## src/rtl/vfs_pkg.sv

```systemverilog
`timescale 1ns / 1ps
// ----------------------------------------------------------------------------
// vfs_pkg
// Shared types and status reduction functions for the fault supervisor.
// ----------------------------------------------------------------------------
package vfs_pkg;

	localparam int BatteryWidth   = 12;
	localparam int ConverterWidth = 4;
	localparam int InverterWidth  = 12;

	typedef enum logic [1:0] {
		H_OK           = 2'd0,
		H_REGULAR      = 2'd1,
		H_PROBLEM      = 2'd2,
		H_DATA_PROBLEM = 2'd3
	} health_t;

	typedef enum logic [1:0] {
		LVL_OK       = 2'd0,
		LVL_CAUTION1 = 2'd1,
		LVL_CAUTION2 = 2'd2,
		LVL_AUTOKILL = 2'd3
	} level_t;

	typedef struct packed {
		health_t battery;
		health_t converter;
		health_t inverter;
	} status_t;

	// r0..r2: codes that alone raise REGULAR; v, c, p: voltage, current, power
	function automatic health_t six_code_status(
		input health_t r0, input health_t r1, input health_t r2,
		input health_t v, input health_t c, input health_t p
	);
		health_t res;
		if (r0 == H_OK && r1 == H_OK && r2 == H_OK &&
			v == H_OK && c == H_OK && p == H_OK) begin
			res = H_OK;
		end else if (r0 == H_REGULAR || r1 == H_REGULAR || r2 == H_REGULAR ||
			(v == H_REGULAR && c == H_REGULAR && p == H_REGULAR)) begin
			res = H_REGULAR;
		end else if (r0 == H_PROBLEM || r1 == H_PROBLEM || r2 == H_PROBLEM ||
			v == H_PROBLEM || c == H_PROBLEM || p == H_PROBLEM) begin
			res = H_PROBLEM;
		end else begin
			res = H_DATA_PROBLEM;
		end
		return res;
	endfunction

	function automatic health_t pair_status(input health_t t, input health_t v);
		health_t res;
		if (t == H_OK && v == H_OK) begin
			res = H_OK;
		end else if (t == H_REGULAR || v == H_REGULAR) begin
			res = H_REGULAR;
		end else if (t == H_PROBLEM || v == H_PROBLEM) begin
			res = H_PROBLEM;
		end else begin
			res = H_DATA_PROBLEM;
		end
		return res;
	endfunction

endpackage

```

## src/rtl/vfs_status.sv

```systemverilog
`timescale 1ns / 1ps
// ----------------------------------------------------------------------------
// vfs_status
// Reduces the per-module health codes to one status per module.
// ----------------------------------------------------------------------------
module vfs_status (
	input  logic [vfs_pkg::BatteryWidth-1:0]   battery_codes,
	input  logic [vfs_pkg::ConverterWidth-1:0] converter_codes,
	input  logic [vfs_pkg::InverterWidth-1:0]  inverter_codes,
	output vfs_pkg::status_t                   status
);

	always_comb begin
		status.battery = vfs_pkg::six_code_status(
			vfs_pkg::health_t'(battery_codes[11:10]),
			vfs_pkg::health_t'(battery_codes[9:8]),
			vfs_pkg::health_t'(battery_codes[5:4]),
			vfs_pkg::health_t'(battery_codes[1:0]),
			vfs_pkg::health_t'(battery_codes[3:2]),
			vfs_pkg::health_t'(battery_codes[7:6]));
		status.converter = vfs_pkg::pair_status(
			vfs_pkg::health_t'(converter_codes[1:0]),
			vfs_pkg::health_t'(converter_codes[3:2]));
		status.inverter = vfs_pkg::six_code_status(
			vfs_pkg::health_t'(inverter_codes[1:0]),
			vfs_pkg::health_t'(inverter_codes[7:6]),
			vfs_pkg::health_t'(inverter_codes[9:8]),
			vfs_pkg::health_t'(inverter_codes[3:2]),
			vfs_pkg::health_t'(inverter_codes[5:4]),
			vfs_pkg::health_t'(inverter_codes[11:10]));
	end

endmodule

```

## src/rtl/vfs_fsm.sv

```systemverilog
`timescale 1ns / 1ps
// ----------------------------------------------------------------------------
// vfs_fsm
// Four-level fault machine; advances once per request on the module statuses.
// ----------------------------------------------------------------------------
module vfs_fsm (
	input  logic              clk,
	input  logic              arst_n,
	input  logic              advance,
	input  vfs_pkg::status_t  status,
	output vfs_pkg::level_t   level
);

	vfs_pkg::level_t state_q;
	vfs_pkg::level_t state_next;
	logic kill;
	logic any_problem;
	logic any_regular;
	logic all_ok;
	logic all_mild;

	always_ff @(posedge clk or negedge arst_n) begin
		if (!arst_n) begin
			state_q <= vfs_pkg::LVL_CAUTION1;
		end else if (advance) begin
			state_q <= state_next;
		end
	end

	always_comb begin
		kill = status.battery == vfs_pkg::H_PROBLEM &&
			status.converter == vfs_pkg::H_PROBLEM &&
			status.inverter == vfs_pkg::H_PROBLEM;
		any_problem = status.battery == vfs_pkg::H_PROBLEM ||
			status.converter == vfs_pkg::H_PROBLEM ||
			status.inverter == vfs_pkg::H_PROBLEM;
		any_regular = status.battery == vfs_pkg::H_REGULAR ||
			status.converter == vfs_pkg::H_REGULAR ||
			status.inverter == vfs_pkg::H_REGULAR;
		all_ok = status.battery == vfs_pkg::H_OK &&
			status.converter == vfs_pkg::H_OK &&
			status.inverter == vfs_pkg::H_OK;
		all_mild = (status.battery == vfs_pkg::H_OK ||
			status.battery == vfs_pkg::H_REGULAR) &&
			(status.converter == vfs_pkg::H_OK ||
			status.converter == vfs_pkg::H_REGULAR) &&
			(status.inverter == vfs_pkg::H_OK ||
			status.inverter == vfs_pkg::H_REGULAR);

		state_next = state_q;
		level = state_q;
		if (state_q != vfs_pkg::LVL_AUTOKILL && kill) begin
			state_next = vfs_pkg::LVL_AUTOKILL;
		end else begin
			case (state_q)
				vfs_pkg::LVL_OK: begin
					if (any_problem) begin
						state_next = vfs_pkg::LVL_CAUTION2;
					end else if (any_regular) begin
						state_next = vfs_pkg::LVL_CAUTION1;
					end
				end
				vfs_pkg::LVL_CAUTION1: begin
					if (any_problem) begin
						state_next = vfs_pkg::LVL_CAUTION2;
					end else if (all_ok) begin
						state_next = vfs_pkg::LVL_OK;
					end
				end
				vfs_pkg::LVL_CAUTION2: begin
					if (all_mild) begin
						state_next = vfs_pkg::LVL_CAUTION1;
					end
				end
				default: begin
					state_next = state_q;
				end
			endcase
		end
	end

endmodule

```

## src/rtl/vehicle_fault_supervisor_top.sv

```systemverilog
`timescale 1ns / 1ps
// A request is held in the input register, then in the result register, which drives out_valid.
// Throughput: one request per cycle while unstalled; the fault level register is the only loop.
// Result register frees in the cycle it is taken; the input waits only while a result is held.
// Reset (arst_n low, asynchronous): fault level CAUTION1, both stages empty.
// ----------------------------------------------------------------------------
// vehicle_fault_supervisor_top
// Per-tick module status reduction and fault level supervision.
// ----------------------------------------------------------------------------
module vehicle_fault_supervisor_top (
	input  logic                               clk,
	input  logic                               arst_n,
	input  logic                               in_valid,
	output logic                               in_stall,
	input  logic [vfs_pkg::BatteryWidth-1:0]   battery_codes,
	input  logic [vfs_pkg::ConverterWidth-1:0] converter_codes,
	input  logic [vfs_pkg::InverterWidth-1:0]  inverter_codes,
	output logic                               out_valid,
	input  logic                               out_stall,
	output logic [1:0]                         fault_level,
	output logic                               kill_flag,
	output logic [1:0]                         battery_status,
	output logic [1:0]                         converter_status,
	output logic [1:0]                         inverter_status
);

	logic                               valid_s1;
	logic [vfs_pkg::BatteryWidth-1:0]   battery_s1;
	logic [vfs_pkg::ConverterWidth-1:0] converter_s1;
	logic [vfs_pkg::InverterWidth-1:0]  inverter_s1;
	logic                               valid_s2;
	vfs_pkg::level_t                    level_s2;
	vfs_pkg::status_t                   status_s2;
	vfs_pkg::status_t                   status;
	vfs_pkg::level_t                    level;
	logic                               s2_load;

	assign s2_load  = valid_s1 && (!valid_s2 || !out_stall);
	assign in_stall = valid_s1 && !s2_load;

	always_ff @(posedge clk or negedge arst_n) begin
		if (!arst_n) begin
			valid_s1 <= 1'b0;
		end else if (!in_stall) begin
			valid_s1 <= in_valid;
		end
	end

	always_ff @(posedge clk) begin
		if (in_valid && !in_stall) begin
			battery_s1   <= battery_codes;
			converter_s1 <= converter_codes;
			inverter_s1  <= inverter_codes;
		end
	end

	vfs_status u_status (
		.battery_codes   (battery_s1),
		.converter_codes (converter_s1),
		.inverter_codes  (inverter_s1),
		.status          (status)
	);

	vfs_fsm u_fsm (
		.clk     (clk),
		.arst_n  (arst_n),
		.advance (s2_load),
		.status  (status),
		.level   (level)
	);

	always_ff @(posedge clk or negedge arst_n) begin
		if (!arst_n) begin
			valid_s2 <= 1'b0;
		end else if (s2_load) begin
			valid_s2 <= 1'b1;
		end else if (!out_stall) begin
			valid_s2 <= 1'b0;
		end
	end

	always_ff @(posedge clk) begin
		if (s2_load) begin
			level_s2  <= level;
			status_s2 <= status;
		end
	end

	assign out_valid        = valid_s2;
	assign fault_level      = level_s2;
	assign kill_flag        = level_s2 == vfs_pkg::LVL_AUTOKILL;
	assign battery_status   = status_s2.battery;
	assign converter_status = status_s2.converter;
	assign inverter_status  = status_s2.inverter;

endmodule

```

## config.mk

```make
export PLATFORM = sky130hd
export DESIGN_NAME = vehicle_fault_supervisor_top
export DESIGN_NICKNAME = d
export VERILOG_FILES = /design/src/rtl/vfs_pkg.sv /design/src/rtl/vfs_status.sv /design/src/rtl/vfs_fsm.sv /design/src/rtl/vehicle_fault_supervisor_top.sv
export SDC_FILE = /design/constraint.sdc
export NUM_CORES = 1
export LEC_CHECK = 0
export BUFFER_PORTS_ARGS = -buffer_cell sky130_fd_sc_hd__buf_2
export CORE_MARGIN = 2
export CORE_UTILIZATION = 55
export DETAILED_ROUTE_END_ITERATION = 7
export HOLD_SLACK_MARGIN = 0.08
export PLACE_DENSITY_LB_ADDON = 0.08
export SKIP_LAST_GASP = 1
export SLEW_MARGIN = 20
export SYNTH_ARGS = -nofsm -noshare
export SYNTH_HDL_FRONTEND = slang
export SYNTH_SLANG_ARGS = --single-unit
```

## constraint.sdc

```tcl
create_clock -name clk -period 2.9 [get_ports clk]
set_input_delay 0.58 -clock clk [delete_from_list [all_inputs] [get_ports clk]]
set_output_delay 0.58 -clock clk [all_outputs]
set_load 0.05 [all_outputs]
```

==> results.py <==
metrics = {
    "cts": {
        "cts_made_buffers": 5,
        "insertion_delay_ns": 0.33,
        "postCtsSetupRepairBufs": 0,
        "cts_sinks": 40,
        "tritoncts": "built",
        "htreeDepth": 2,
        "clockBufferDepth": 2,
        "root_buffer": "clkbuf_4",
        "path_clk_slew_ns": 0.10,
        "cts_resized": 0,
    },
    "synth": {
        "synthesis.area_sq_um": 1778,
        "ys_types": 37,
        "yosys.area.top_type": "edfxtp_1",
        "synth_top_area_frac": 0.6080,
        "synthTopCellsByArea": "edfxtp_1, dfrtp_1, ha_1",
        "netlist_instances": 125,
        "syn_nets": 161,
        "async_reset_ff_frac": 0.1000,
        "synthTopCellsByCount": "edfxtp_1, inv_1, nor2_1, nor3_1, nor2b_1",
        "synth_edf_count": 36,
        "synth.most_common_cell": "edfxtp_1",
        "ys_seq_elements": 40,
        "yosysSeqAreaShare": 0.6650,
        "syn-mean-instance-area_sq_um": 14.22,
        "synth_warnings": 0,
        "ys.flop_type": "edfxtp_1",
    },
    "grt": {
        "grt_antenna_before_repair": 0,
        "grtUsageTotal": 0.1788,
        "grt_pass1_vias": 1071,
        "grt_pass1_wl_mm": 4.657,
        "grt_max_degree": 29,
        "overflow": 0,
    },
    "drt": {
        "first_iter_violations": 26,
        "drt-total-wl_mm": 2.904,
        "firstDrtPassIters": 4,
        "drc": 0,
        "dr_total_vias": 1140,
        "wl_per_cell_um": 13.20,
        "via_per_inst": 5.182,
        "ant_nets": 0,
    },
    "timing": {
        "period_needed_ns": 1.841,
        "finalHoldViolCount": 0,
        "rsz0062_at_grt": "false",
        "max_freq_ghz": 0.5432,
        "finalSetupViolCount": 0,
        "worstMarginPinSlew_ns": 0.4507,
        "maxSlewViolCount": 0,
        "finalSetupTns_ns": 0,
        "max_slew_margin": 0.6972,
        "fin_crit_sh": 0.6348,
        "holdWs_ns": 0.4173,
        "finClkSkew_ns": 0.005933,
    },
    "setup_path": {
        "critPathRequiredTime_ns": 3.15,
        "timing.rr.end": "u_fsm.level[0]",
        "cp.arrival_ns": 2.09,
        "path_max_fanout": 6,
        "ff2ff_path_depth": 6,
        "cp-end-kind": "flop",
        "crit-reg2reg-launch": "converter_s1[3]",
        "start_kind": "flop",
        "reg2reg_setup_slack_ns": 1.06,
        "critPathKind": "reg -> reg",
    },
    "power": {
        "total_power_uw": 1506,
        "leakage_uw": 0.0008707,
        "power.density_nw_per_um2": 697.8,
        "irDropWorstVdd_uv": 336.6,
    },
    "floorplanning": {
        "rows": 20,
        "die-area_sq_um": 3703,
        "ioPinCount": 43,
        "fp.dieH_um": 60.86,
        "die_w_um": 60.86,
        "coreArea_sq_um": 3053,
        "initial_core_util": 0.5824,
    },
    "cells_and_area": {
        "fin_nets": 212,
        "syn2layout_area_growth_pct": 21.39,
        "fin_util": 0.7070,
        "diodes": 0,
        "final_layout_size_suffix_gt1_frac": 0.3693,
        "final_cells": 220,
    },
    "worst_hold_path": {
        "worstHoldEndpoint": "inverter_s1[1]",
        "hp-class": "in -> reg",
        "hold_start": "inverter_codes[1]",
        "hold_depth": 1,
    },
    "status": {
        "outcome": "complete, no violations",
    },
    "placement": {
        "dp.cells": 212,
        "port_buffers": 42,
        "gp_congestion": 0.8541,
        "hpwl_mm": 2.320,
    },
    "job": {
        "drv_cap": 0,
    },
}
## stage by stage
step                      area [sq um]  worst slack (ns)
after detailed placement          2051             1.099
after global routing              2158            0.9168
after global placement            2051             1.210
after CTS                         2158             1.065
after floorplan                   1778             1.048
final                             2158             1.059
## cell type report
type                    instances  area (sq um)
multi-input cells              74         554.3
clock inverters                 2         60.06
repair buffers                 44         227.7
inverters                      11         41.29
clock buffers                   5         37.54
fillers                       227         894.6
well taps                      44         55.05
flip-flops and latches         40          1182
## placed cells by master, fill, tap and decap left out, types with 4 or more instances in the layout
cell and n:
a21oi_1 4, a22oi_1 4, buf_2 42, clkbuf_4 5, edfxtp_1 36, ha_1 4, inv_1 10, nand2b_1 4
nor2_1 6, nor2b_1 5, nor3_1 6, o21ai_0 4
## layer usage
layer	part of all wire	wire length, um	up-vias	track usage
met3	0.049	141	5	0.04478
met4	0.014	42	0	0.08385
li1	-	-	578	-
met1	0.43	1254	518	0.2276
met2	0.50	1466	39	0.2888
met5	0	0	-	0
## worst max-delay path by stage
| stage | startpoint | endpoint | slack, ns | cells after the start |
|---|---|---|---|---|
| after global placement | inverter_s1[5] | u_fsm.level[0] | 1.21 | 6 |
| after CTS | converter_s1[3] | u_fsm.level[0] | 1.07 | 6 |
| after floorplan | out_valid | battery_s1[0] | 1.05 | 2 |
| final | converter_s1[3] | u_fsm.level[0] | 1.06 | 6 |
| after global routing | battery_s1[3] | u_fsm.level[0] | 0.92 | 6 |
| after detailed placement | converter_s1[3] | u_fsm.level[0] | 1.10 | 6 |
## report_power, final
part / switching [uW] / internal [uW] / total [uW]
sequential: 41.1 / 702 / 743
combinational: 206 / 134 / 340
clock: 158 / 264 / 422
## registers in the layout, indices dropped and copies added (netlist names), 2 cells and up
signal / count
converter_s1: 4
converter_status: 2
battery_s1: 12
fault_level: 2
inverter_status: 2
inverter_s1: 12
u_fsm.level: 2
battery_status: 2
## worst max-delay path, stage by stage, from the launching register on
cell and delay, ns:
edfxtp_1 0.52, nor2b_4 0.16, o21ai_0 0.09, a22oi_1 0.33, nand3_1 0.19, o211ai_2 0.25
mux2i_1 0.23
## cell families (layout without fill, tap and decap cells)
kind of cell / count (synthesis) / count (layout) / synth area share
adder cells (fa/ha/maj): 4 / 4 / 0.02815
flip-flops: 40 / 40 / 0.6650
AND/OR/NAND/NOR: 45 / 45 / 0.1598
AO/OA/AOI/OAI: 23 / 23 / 0.1126
multiplexers: 2 / 2 / 0.01126
buffers and inverters: 11 / 62 / 0.02322
## repair_timing
item | in CTS | in global routing
endpoints found under the setup margin | 0 | 0
hold endpoints to repair | 3 | 0
hold buffers | 1 | 0
Note: power is estimated with default switching activity, not from simulation.
